--- src/design/spn256_ctr_keystream_cipher_core_assert.svh ---
// assertion macros for the spn256 counter-mode keystream core
// used by the top level; needs only a clock and an active-high reset
`ifndef SPN256_CTR_KEYSTREAM_CIPHER_CORE_ASSERT_SVH
`define SPN256_CTR_KEYSTREAM_CIPHER_CORE_ASSERT_SVH

// same-cycle implication
`define SPN_ASSERT_IMPLY(label, clk, rst, cond, expr) \
  label: assert property (@(posedge clk) disable iff (rst) (cond) |-> (expr)) \
    else $error("spn256 core: assertion failed");

// next-cycle implication
`define SPN_ASSERT_NEXT(label, clk, rst, cond, expr) \
  label: assert property (@(posedge clk) disable iff (rst) (cond) |=> (expr)) \
    else $error("spn256 core: assertion failed");

`endif

--- src/design/spnctr_pkg.sv ---
// shared types, codes and the gf(2^8) multiply for the spn256 ctr core
// no dependencies
`default_nettype none

package spnctr_pkg;

  localparam int MIX_STRIDE = 32;
  localparam int IDX_W      = 5;
  localparam int RND_W      = 4;
  localparam int CFG_W      = 64;

  typedef enum logic [2:0] {
    TSEL_SBOX = 3'd0,
    TSEL_PERM = 3'd1,
    TSEL_RKEY = 3'd2,
    TSEL_FKEY = 3'd3,
    TSEL_MIX  = 3'd4
  } table_sel_t;

  typedef enum logic [1:0] {
    CFG_GF_POLY    = 2'd0,
    CFG_NONCE_HIGH = 2'd1,
    CFG_NONCE_LOW  = 2'd2
  } cfg_reg_t;

  // controller to datapath commands
  typedef struct packed {
    logic             busy;
    logic             load;
    logic             sub_go;
    logic             mix_go;
    logic             final_go;
    logic             emit;
    logic [IDX_W-1:0] idx;
    logic [RND_W-1:0] rnd;
  } cmd_t;

  // datapath to controller status
  typedef struct packed {
    logic gen_start;
  } status_t;

  // shift-and-add multiply reduced by x^8 + poly
  function automatic logic [7:0] gf_mul(input logic [7:0] a, input logic [7:0] b,
                                        input logic [7:0] poly);
    logic [7:0] x;
    logic [7:0] acc;
    logic       carry;
    x   = a;
    acc = '0;
    for (int k = 0; k < 8; k++) begin
      if (b[k]) acc = acc ^ x;
      carry = x[7];
      x     = {x[6:0], 1'b0};
      if (carry) x = x ^ poly;
    end
    return acc;
  endfunction

endpackage

`default_nettype wire

--- src/design/spnctr_ctrl.sv ---
// round sequencer for keystream block generation
// depends on spnctr_pkg
`default_nettype none

module spnctr_ctrl #(
  parameter int BLOCK_BYTES = 32,
  parameter int ROUND_COUNT = 5
) (
  input  wire logic                clk,
  input  wire logic                rst,
  input  wire spnctr_pkg::status_t st,
  output spnctr_pkg::cmd_t         cmd
);

  localparam int CW = $clog2(BLOCK_BYTES + 2);

  typedef enum logic [2:0] {
    S_IDLE,
    S_LOAD,
    S_SUB,
    S_MIX,
    S_FIN,
    S_EMIT
  } state_t;

  state_t                        state;
  logic [CW-1:0]                 cnt;
  logic [spnctr_pkg::RND_W-1:0]  rnd;

  // state, byte counter and round counter
  always_ff @(posedge clk) begin
    if (rst) begin
      state <= S_IDLE;
      cnt   <= '0;
      rnd   <= '0;
    end else begin
      unique case (state)
        S_IDLE: begin
          if (st.gen_start) state <= S_LOAD;
        end
        S_LOAD: begin
          state <= S_SUB;
          cnt   <= '0;
          rnd   <= '0;
        end
        S_SUB: begin
          if (cnt == CW'(BLOCK_BYTES + 1)) begin
            state <= S_MIX;
            cnt   <= '0;
          end else begin
            cnt <= cnt + 1'b1;
          end
        end
        S_MIX: begin
          if (cnt == CW'(BLOCK_BYTES)) begin
            cnt <= '0;
            if (rnd == spnctr_pkg::RND_W'(ROUND_COUNT - 1)) begin
              state <= S_FIN;
            end else begin
              state <= S_SUB;
              rnd   <= rnd + 1'b1;
            end
          end else begin
            cnt <= cnt + 1'b1;
          end
        end
        S_FIN: begin
          state <= S_EMIT;
        end
        S_EMIT: begin
          state <= S_IDLE;
        end
        default: begin
          state <= S_IDLE;
        end
      endcase
    end
  end

  // command decode from the registered state
  always_comb begin
    cmd          = '0;
    cmd.busy     = (state != S_IDLE);
    cmd.load     = (state == S_LOAD);
    cmd.sub_go   = (state == S_SUB) && (cnt < CW'(BLOCK_BYTES));
    cmd.mix_go   = (state == S_MIX) && (cnt < CW'(BLOCK_BYTES));
    cmd.final_go = (state == S_FIN);
    cmd.emit     = (state == S_EMIT);
    cmd.idx      = spnctr_pkg::IDX_W'(cnt);
    cmd.rnd      = rnd;
  end

endmodule

`default_nettype wire

--- config.mk ---
export PLATFORM = sky130hd
export DESIGN_NAME = spnctr_ctrl
export DESIGN_NICKNAME = d
export VERILOG_FILES = /design/src/design/spn256_ctr_keystream_cipher_core_assert.svh /design/src/design/spnctr_pkg.sv /design/src/design/spnctr_ctrl.sv
export SDC_FILE = /design/constraint.sdc
export NUM_CORES = 1
export LEC_CHECK = 0
export BUFFER_PORTS_ARGS = -buffer_cell sky130_fd_sc_hd__buf_2
export CORE_AREA = 8 8 56 58
export DETAILED_ROUTE_END_ITERATION = 7
export DIE_AREA = 0 0 64 66
export PLACE_DENSITY = 0.56
export SYNTH_ARGS = -nofsm -noshare
export SYNTH_HDL_FRONTEND = slang
export SYNTH_SLANG_ARGS = --single-unit
--- constraint.sdc ---
create_clock -name clk -period 1.9 [get_ports clk]
set_input_delay 0.38 -clock clk [delete_from_list [all_inputs] [get_ports clk]]
set_output_delay 0.38 -clock clk [all_outputs]
set_load 0.01 [all_outputs]
After elaboration in Yosys (flattened, before gate mapping)
Index checks and enable logic that the tools add are counted.

storage, ports and cells
  memory bits (writable) = 0
  output and inout bits = 15
  input bits = 3
  bits in registers = 13
  bits in latches = 0
  ROM bits = 0
  memories = 0
  word-level logic and storage cells = 37

cells by class
  shift operators = 0
  muxes and demuxes = 11
  $add $sub $neg = 2
  bitwise operators = 0
  multipliers = 0
  order comparisons = 1
  divide/modulo/power cells = 0
  reductions and logical operators = 8
  equal/unequal tests = 12

operator list
  operator                                                         number
  6-bit case mux with 3 select lines                               1
  3-bit case mux with 5 select lines                               1
  6-bit == test, second input constant                             2
  3-bit two-way mux                                                4
  6-bit two-way mux                                                2
  4-bit two-way mux                                                2
  2-bit != test, second input constant                             4
  4-bit case mux with 2 select lines                               1
  6-bit by 1-bit adder with 6-bit output, second input constant    1
  3-bit by 2-bit == test with 1-bit output, second input constant  2
  3-bit == test, second input constant                             2
  6-bit less-than comparator, second input constant                1
  3-bit AND reduction                                              2
  3-bit nonzero test                                               2
  4-bit by 1-bit adder with 4-bit output, second input constant    1
  4-bit by 3-bit == test with 1-bit output, second input constant  1
  3-bit by 1-bit == test with 1-bit output, second input constant  1
  3-bit logical NOT                                                1
  1-bit logical AND                                                2
  2-bit nonzero test                                               1

Logic depth before layout (Yosys ltp)
Gate-level depths: netlist of the first run.

  word-level depth = 4
  gate-level depth with buffers = 6
  gate-level depth less buffers = 6

Worst setup path before layout of the first run
Ideal clock, no wire load.

  path kind = reg2reg
  start point = reg cnt[0]
  end point = reg cnt[5]
  clock period less this slack = 1.655 ns
  required time = 1.826 ns
  stages on the path, launching flop included = 7
  setup time = 0.074 ns
  buffers on the path = 0
  data arrival time = 1.581 ns
  path slack = 0.245 ns
  cells stage by stage = dfxtp_1 > inv_1 > ha_1 > mux2_4 > a211oi_2 > a41oi_1 > a31oi_1

between the ends
  word-level cells in the longest chain between the ends = 3
  elaborated cells between the ends (all ways) = 6
  classes of those cells = add/sub (1); eq/ne (2); mux (3)

RTL lines
  what                                                                  RTL line                              source
  start: declaration                                                    spnctr_ctrl.sv:27                     logic [CW-1:0] cnt;
  start signal: assignment                                              spnctr_ctrl.sv:51                     cnt <= cnt + 1'b1;
  start signal: assignment                                              spnctr_ctrl.sv:64                     cnt <= cnt + 1'b1;
  6-bit by 1-bit adder with 6-bit output, or another cell as far along  spnctr_ctrl.sv:51, spnctr_ctrl.sv:64
  6-bit two-way mux, on equally long branches                           spnctr_ctrl.sv:55, spnctr_ctrl.sv:47
  6-bit case mux with 3 select lines (*)                                spnctr_ctrl.sv:37                     unique case (state)

Mark *: on every way between the ends. The rest lies on a longest branch, timed or not.
A chain may end at the register's enable or synchronous reset.

==> results of run 1 <==
## flip-flops by register name, indices dropped and copies added (netlist names)
register / flops
rnd: 4
cnt: 6
state: 3
## per-stage QoR
step                      std cells  worst slack [ns]
final                           142             0.100
after detailed placement        138             0.199
after global routing            142            0.0142
after floorplan                  96             0.245
after global placement          138             0.258
after CTS                       142            0.0199
## cells by family (layout without fill, tap and decap cells)
kind of cell,count (synthesis),in the layout,share of synthesized area [%]
flip-flops,13,13,30.1
buffers and inverters,15,31,11.3
multiplexers,3,3,4.20
XOR/XNOR,4,4,4.05
adder cells (fa/ha/maj),5,5,7.24
AO/OA/AOI/OAI,16,16,14.8
AND/OR/NAND/NOR,40,40,28.4
## worst register-to-register path, delay by kind of cell (launching register included)
kind                       cells  cell delay (ns)
AOI/OAI and AO/OA              3             0.65
buffers and inverters          1             0.07
muxes                          1             0.29
adders and majority gates      1             0.20
DFF                            1             0.40
## metal layers
metal / share of wire [%] / global-route usage (%) / up-vias / routed length [microns]
met2: 44 / 14.8 / 11 / 798
met1: 49 / 10.6 / 339 / 881
met5: 0 / 0 / - / 0
met4: 1.2 / 5.01 / 0 / 21
li1: - / - / 365 / -
met3: 5.7 / 3.73 / 2 / 103
## timing repair
| action | 4_1_cts | 5_1_grt |
|---|---|---|
| resized for setup | 0 | 3 |
| buffers inserted | 0 | 0 |
| endpoints found under the setup margin | 0 | 3 |
## worst max path at each step
stage	end	startpoint	depth (start not counted)	slack [ns]
floorplan	cnt[5]$_SDFFE_PP0P_	cnt[0]$_SDFFE_PP0P_	6	0.24
global placement	cnt[5]$_SDFFE_PP0P_	cnt[0]$_SDFFE_PP0P_	6	0.26
detailed placement	cnt[5]$_SDFFE_PP0P_	cnt[0]$_SDFFE_PP0P_	6	0.20
CTS	cmd[12]	state[1]$_SDFFE_PP0P_	3	0.02
global route	cmd[13]	state[2]$_SDFFE_PP0P_	3	0.01
finish	cmd[13]	state[2]$_SDFFE_PP0P_	3	0.10
## cell usage in the layout (no fill, tap or decap), types with 3 or more instances in the layout
master / count
buf_4: 4
clkbuf_4: 3
a21oi_1: 3
ha_1: 5
nor2_1: 8
nor3_1: 4
inv_1: 6
nand3_1: 6
and3b_1: 3
buf_2: 17
dfxtp_1: 11
nand2_1: 4
a31oi_1: 3
## report_power, final
part | switching, mW | internal (mW)
Combinational | 0.0822 | 0.0669
Sequential | 0.0166 | 0.283
Clock | 0.0851 | 0.0812
## layout make-up
class | count | area share, %
clock buffers | 4 | 2.69
inverters | 6 | 2.30
multi-input cells | 68 | 52.6
flip-flops and latches | 13 | 26.9
well taps | 30 | 3.84
repair buffers | 21 | 11.8
==> reports/metrics.csv, run 1 <==
metric;value;unit
initialDrtViolationCount;29;
hold_violations;0;
cp_max_fo;11;
htreeDepth;1;
drive_gt1_share;32.1;%
syn_area;865;sq um
firstDrtPassIters;4;
hold_path.class;input pin to flop;
avgViaCountPerCell;5.05;
maxCapViolations;0;
wire_per_inst;12.7;microns
final_util;42.2;%
fin_area;978;sq um
multi_input_area;514;sq um
place_area;942;sq um
io_buffers;17;
rsz0062_at_grt;no;
worstSkewPairLatency;0.27;ns
grt_pass1_wl;3210;microns
numCtsBuffers;3;
drc;0;
r2r-start;cnt[0]$_SDFFE_PP0P_;
p_per_area;628;mW/mm^2
peakVddDrop;312;uV
synth_nets;104;
yosysSeqAreaShare;30.1;%
via_count;717;
final.setup_skew;0.00377;ns
finalWirelength;1800;microns
yosysMostFrequentCell;dfxtp_1;
syn_area_per_cell;9.01;sq um
area_growth;13.2;%
postSynthCellCount;96;
hpwl;1370;microns
path_clk_slew;0.07;ns
slew_violations;0;
ant_nets;0;
fin_total_pwr;0.615;mW
first_global_vias;731;
path_cells;or3b_2, inv_1, buf_2;
cp_top_family;simple AND/OR/NAND/NOR gates;
num_rows;18;
worstMarginPinSlew;0.467;ns
synth_commonest_cells;13 x dfxtp_1, 8 x nor2_1, 6 x buf_4, 6 x inv_1, 6 x nand3_1;
die-area;0.00422;sq mm
synthArstFlopShare;0;%
initial_utilization;37.3;%
num_antenna_cells;0;
p_leak;0.424;nW
finalSetupTns;0;ns
required;1.52;ns
holdPathStages;3;
root_buffer;clkbuf_4;
cp-start-kind;flop;
clock_sinks;13;
ios;18;
antenna_found_initial;0;
fmax;0.556;GHz
cpMaxStageDelayCell;or3b_2;
register_area;263;sq um
synth_top_area_share;30.1;%
grt_max_degree;12;
yosys-top-cells-area;dfxtp_1 30%, ha_1 7.2%, buf_4 5.2%;
gp_congestion;0.685;
finalSetupViolCount;0;
crit_path_max_incr_delay;0.56;ns
ys_ff_latch;13;
max-clock-path-buffers;2;
cts_tree;done;
min_to;state[1]$_SDFFE_PP0P_;
yosysWarnings;0;
coreArea;0.00232;sq mm
grtUsageTotal;9.34;%
critPathKind;flop to output port;
ff2ff_setup_slack;0.24;ns
synth_edf_count;0;
endpoint_kind;output port;
die_h;66;microns
r2r_cells;6;
critPathBufInv;2;
hp-start;st;
holdWs;0.396;ns
synthDistinctLibCells;38;
maxSlewHeadroom;68.7;%
fp.dieW;64;microns
fin_crit_sh;94.7;%
synth_area_leader_cell;dfxtp_1;
critical_path_arrival;1.42;ns
grt-ovfl-total;0;
n_fill_cell;243;
synth_top_flop_cell;dfxtp_1;
final_net_count;121;
status;finished clean;
hold_buffers;0;
r2r_end;cnt[5]$_SDFFE_PP0P_;
min_period;1.80;ns
Note: power is estimated with default switching activity, not from simulation.
==> run 2: changes to the inputs <==
- CELL_PAD_IN_SITES_DETAIL_PLACEMENT: unset -> 0
- CELL_PAD_IN_SITES_GLOBAL_PLACEMENT: unset -> 1
- CORE_AREA: 8 8 56 58 -> 8 8 57 59
- DIE_AREA: 0 0 64 66 -> 0 0 65 67
- PLACE_DENSITY: 0.56 -> 0.7
==> run 2 against run 1 <==
Net effect: die area rose by 3.1%; power rose by 0.72%; critical path depth did not move; global-route usage fell by 0.60 points; sequential cell count did not move.
==> reports/metrics.csv, run 2 (synthesis results as in run 1) <==
metric;value;unit;change
finalSetupViolCount;0;;unchanged
critPathBufInv;2;;unchanged
grtUsageTotal;8.74;%;was 9.34%
p_per_area;638;mW/mm^2;was 628 mW/mm^2
initial_utilization;36.6;%;was 37.3%
cts_setup_buffers;0;;unchanged
ios;18;;unchanged
endpoint_kind;output port;;unchanged
final_net_count;121;;unchanged
cp-start-kind;flop;;unchanged
antenna_found_initial;0;;unchanged
coreArea;0.00236;sq mm;was 0.00232 sq mm
initialDrtViolationCount;13;;was 29
biggestRegsByFlops;cnt: 6 flops, rnd: 4 flops, state: 3 flops;;unchanged
top_register;cnt;;unchanged
ff2ff_setup_slack;0.14;ns;was 0.24 ns
n_fill_cell;266;;was 243
clock_sinks;13;;unchanged
hpwl;1390;microns;was 1370 microns
fp.dieW;65;microns;was 64 microns
finalWirelength;1830;microns;was 1800 microns
slew_violations;0;;unchanged
largest_reg_flops;6;;unchanged
rsz0062_at_grt;no;;unchanged
cp_max_fo;11;;unchanged
firstDrtPassIters;4;;unchanged
htreeDepth;1;;unchanged
drc;0;;unchanged
hold_path.class;input pin to flop;;unchanged
status;finished clean;;unchanged
die-area;0.00436;sq mm;was 0.00422 sq mm
register_area;263;sq um;unchanged
io_buffers;17;;unchanged
p_leak;0.424;nW;about the same
grt_pass1_wl;2950;microns;was 3210 microns
maxCapViolations;0;;unchanged
die_h;67;microns;was 66 microns
peakVddDrop;351;uV;was 312 uV
finalSetupTns;0;ns;unchanged
required;1.52;ns;about the same
first_global_vias;669;;was 731
numCtsBuffers;3;;unchanged
grt_max_degree;12;;unchanged
worstMarginPinSlew;0.437;ns;was 0.467 ns
path_cells;or3b_2, inv_1, buf_2;;unchanged
final_common_cell;buf_2;;unchanged
area_growth;12.3;%;was 13.2%
maxSlewHeadroom;70.8;%;was 68.7%
final.setup_skew;0.00390;ns;was 0.00377 ns
root_buffer;clkbuf_4;;unchanged
fin_crit_sh;95.0;%;was 94.7%
cp_top_family;simple AND/OR/NAND/NOR gates;;unchanged
multi_input_area;507;sq um;was 514 sq um
critPathKind;flop to output port;;unchanged
drive_gt1_share;32.1;%;unchanged
critical_path_arrival;1.42;ns;about the same
fmax;0.554;GHz;was 0.556 GHz
max-clock-path-buffers;2;;unchanged
ant_nets;0;;unchanged
num_rows;18;;unchanged
avgViaCountPerCell;5.17;;was 5.05
worstSkewPairLatency;0.27;ns;about the same
grt-ovfl-total;0;;unchanged
wire_per_inst;12.9;microns;was 12.7 microns
gp_congestion;0.717;;was 0.685
crit_path_max_incr_delay;0.55;ns;was 0.56 ns
hold_violations;0;;unchanged
fin_total_pwr;0.619;mW;was 0.615 mW
num_antenna_cells;0;;unchanged
via_count;734;;was 717
layout_common_cells;17 x buf_2, 11 x dfxtp_1, 8 x nor2_1;;unchanged
cts_tree;done;;unchanged
min_period;1.80;ns;about the same
cpMaxStageDelayCell;or3b_2;;unchanged
path_clk_slew;0.08;ns;was 0.07 ns
-- run 2: area by class of cell --
class | instances | share of cell area [%]
Sequential cell | 13 | 27.1
Tap cell | 30 | 3.87
Clock buffer | 4 | 2.71
Timing Repair Buffer | 21 | 11.9
Multi-Input combinational cell | 68 | 52.2
Inverter | 6 | 2.32
-- run 2: path summary, 6_finish.rpt --
kind,start,to,depth (start not counted)
setup reg to reg,cnt[0]$_SDFFE_PP0P_,cnt[5]$_SDFFE_PP0P_,6
hold / removal,st,state[1]$_SDFFE_PP0P_,3
hold reg to reg,cnt[5]$_SDFFE_PP0P_,cnt[5]$_SDFFE_PP0P_,1
setup / recovery,state[2]$_SDFFE_PP0P_,cmd[13],3
-- run 2: tightest hold or removal path: cells and delay by family --
family	cells	cell delay, ns
buffers and inverters	1	0.10
and+or+nand+nor	2	0.13
-- run 2: what timing repair did --
item	in CTS	in global routing
setup endpoints to repair	2	0
hold buffers	0	0
resized for setup	2	0
-- run 2: metal layers --
metal	routed length (microns)	GRT usage [%]
met1	804	9.66
met5	0	0
met4	58	7.36
met3	94	2.85
met2	869	13.4
-- run 2: per-stage QoR --
stage          hold WS [ns]  worst slack (ns)  std cells  utilization [%]  instance area, sq um
5_1_grt               0.381            0.0259        142             41.1                   971
3_5_place_dp          0.515             0.173        138             39.8                   942
2_1_floorplan         0.464             0.245         96                -                   865
4_1_cts               0.364            0.0772        142             41.1                   971
6_report              0.372            0.0954        142             41.1                   971
3_3_place_gp          0.501             0.249        138             39.8                   942
-- run 2: report_power, final --
| part | switching (mW) | internal (mW) |
|---|---|---|
| logic | 0.0774 | 0.0658 |
| registers | 0.0185 | 0.283 |
| clock network | 0.0935 | 0.0813 |
| total | 0.189 | 0.430 |
==> run 3: changes to the inputs <==
- CORE_AREA: 8 8 57 59 -> 8 8 55 57
- DIE_AREA: 0 0 65 67 -> 0 0 63 65
- PLACE_DENSITY: 0.7 -> unset
- PLACE_DENSITY_LB_ADDON: unset -> 0.1
- clock period: 1.9 -> 2.1 ns (I/O delays scaled with it)
==> run 3 against run 2 <==
Net effect: global-route usage is 0.96 points higher; clock power shrank 9%; sequential power down 9.0%; die area down 6.0%; combinational power down 13%; clock skew about the same; count of clock-buffer cells in the layout unchanged; final area down 2.1%; register-to-register slack improved by 0.06 ns; power decreased by 10%; first-iteration DRC count grew 85%; largest power group unchanged.
==> reports/metrics.csv, run 3 (synthesis results as in run 1) <==
metric;value;unit;change
biggestRegsByFlops;cnt: 6 flops, rnd: 4 flops, state: 3 flops;;unchanged
fp.dieW;63;microns;was 65 microns
finalWirelength;1900;microns;was 1830 microns
p_per_area;586;mW/mm^2;was 638 mW/mm^2
hold_violations;0;;unchanged
finalSetupViolCount;0;;unchanged
firstDrtPassIters;4;;unchanged
antenna_found_initial;0;;unchanged
cts_tree;done;;unchanged
final_net_count;119;;was 121
final.setup_skew;0.00352;ns;was 0.00390 ns
ant_nets;0;;unchanged
ios;18;;unchanged
path_cells;or3b_2, inv_1, buf_2;;unchanged
critPathKind;flop to output port;;unchanged
fin_area;951;sq um;was 971 sq um
fin_crit_sh;91.5;%;
min_period;1.92;ns;
root_buffer;clkbuf_4;;unchanged
wire_per_inst;13.8;microns;was 12.9 microns
avgViaCountPerCell;5.22;;was 5.17
final_common_cell;buf_2;;unchanged
clock_sinks;13;;unchanged
numCtsBuffers;3;;unchanged
path_clk_slew;0.09;ns;was 0.08 ns
slew_violations;0;;unchanged
cts_setup_buffers;0;;unchanged
worstMarginPinSlew;0.433;ns;was 0.437 ns
die-area;0.00410;sq mm;was 0.00436 sq mm
hold_path.class;input pin to flop;;unchanged
finalSetupTns;0;ns;unchanged
fin_total_pwr;0.557;mW;was 0.619 mW
num_rows;17;;was 18
cpMaxStageDelayCell;or3b_2;;unchanged
p_leak;0.412;nW;was 0.424 nW
drive_gt1_share;29.1;%;was 32.1%
n_fill_cell;232;;was 266
cp_max_fo;9;;was 11
required;1.68;ns;was 1.52 ns
largest_reg_flops;6;;unchanged
crit_start;state[0]$_SDFFE_PP0P_;;was state[2]$_SDFFE_PP0P_
critPathBufInv;2;;unchanged
fmax;0.521;GHz;
cp-start-kind;flop;;unchanged
grt_pass1_wl;3260;microns;was 2950 microns
maxSlewHeadroom;71.0;%;was 70.8%
hp-start;st;;unchanged
initialDrtViolationCount;24;;was 13
ff2ff_setup_slack;0.20;ns;was 0.14 ns
rsz0062_at_grt;no;;unchanged
via_count;720;;was 734
critical_path_arrival;1.50;ns;was 1.42 ns
maxCapViolations;0;;unchanged
endpoint_kind;output port;;unchanged
hold_buffers;0;;unchanged
cts_resized;0;;was 2
area_growth;9.99;%;was 12.3%
status;finished clean;;unchanged
r2r-start;cnt[0]$_SDFFE_PP0P_;;unchanged
initial_utilization;40.2;%;was 36.6%
max-clock-path-buffers;2;;unchanged
drc;0;;unchanged
gp_congestion;0.774;;was 0.717
first_global_vias;712;;was 669
worstSkewPairLatency;0.27;ns;about the same
htreeDepth;1;;unchanged
peakVddDrop;342;uV;was 351 uV
hpwl;1410;microns;was 1390 microns
grt_max_degree;12;;unchanged
num_antenna_cells;0;;unchanged
layout_common_cells;17 x buf_2, 13 x dfxtp_1, 8 x nor2_1;;was 17 x buf_2, 11 x dfxtp_1, 8 x nor2_1
cp_top_family;simple AND/OR/NAND/NOR gates;;unchanged
io_buffers;17;;unchanged
grtUsageTotal;9.70;%;was 8.74%
coreArea;0.00215;sq mm;was 0.00236 sq mm
grt-ovfl-total;0;;unchanged
crit_path_max_incr_delay;0.53;ns;was 0.55 ns
die_h;65;microns;was 67 microns
place_area;925;sq um;was 942 sq um
top_register;cnt;;unchanged
## run 3: changes by cell type in the layout (fill, tap and decap cells not counted)
cell / before / now
buf_4: 4 / 2
dfxtp_1: 11 / 13
dfxtp_2: 2 / 0
## run 3: final timing paths
path	endpoint	cells past startpoint
hold reg to reg	rnd[0]$_SDFFE_PP0P_	2
setup / recovery	cmd[13]	3
setup reg to reg	cnt[5]$_SDFFE_PP0P_	6
hold / removal	state[1]$_SDFFE_PP0P_	3
## run 3: per-stage QoR
stage	setup slack, ns	std cells	hold slack, ns	utilization, %
after floorplan	0.445	96	0.464	-
after global placement	0.335	134	0.525	43.0
after detailed placement	0.238	134	0.536	43.0
after CTS	0.163	138	0.409	44.3
after global routing	0.0736	138	0.428	44.3
final	0.179	138	0.423	44.3
## run 3: power by group
| part | switching (mW) | internal (mW) | total, mW |
|---|---|---|---|
| logic | 0.0683 | 0.0565 | 0.125 |
| registers | 0.0194 | 0.254 | 0.274 |
| clock network | 0.0852 | 0.0735 | 0.159 |
## run 3: metal layers
layer | vias to the layer above | routed length, microns | part of all wire (%) | GRT usage [%]
met5 | - | 0 | 0 | 0
met4 | 0 | 14 | 0.74 | 4.27
met3 | 2 | 113 | 5.9 | 3.44
met2 | 18 | 845 | 44 | 15.4
met1 | 334 | 930 | 49 | 11.6
li1 | 366 | - | - | -
## run 3: cell type report
type	instances	area, sq um	area share, %
tap	28	35.0	3.68
clock buffer	4	26.3	2.76
inverter	6	22.5	2.37
timing repair buffer	19	100	10.5
sequential	13	260	27.4
multi-input combinational	68	507	53.3
## run 3: worst min-delay path: cells and delay by family
family	cells	cell delay (ns)
AND/OR/NAND/NOR	2	0.13
buffers and inverters	1	0.10
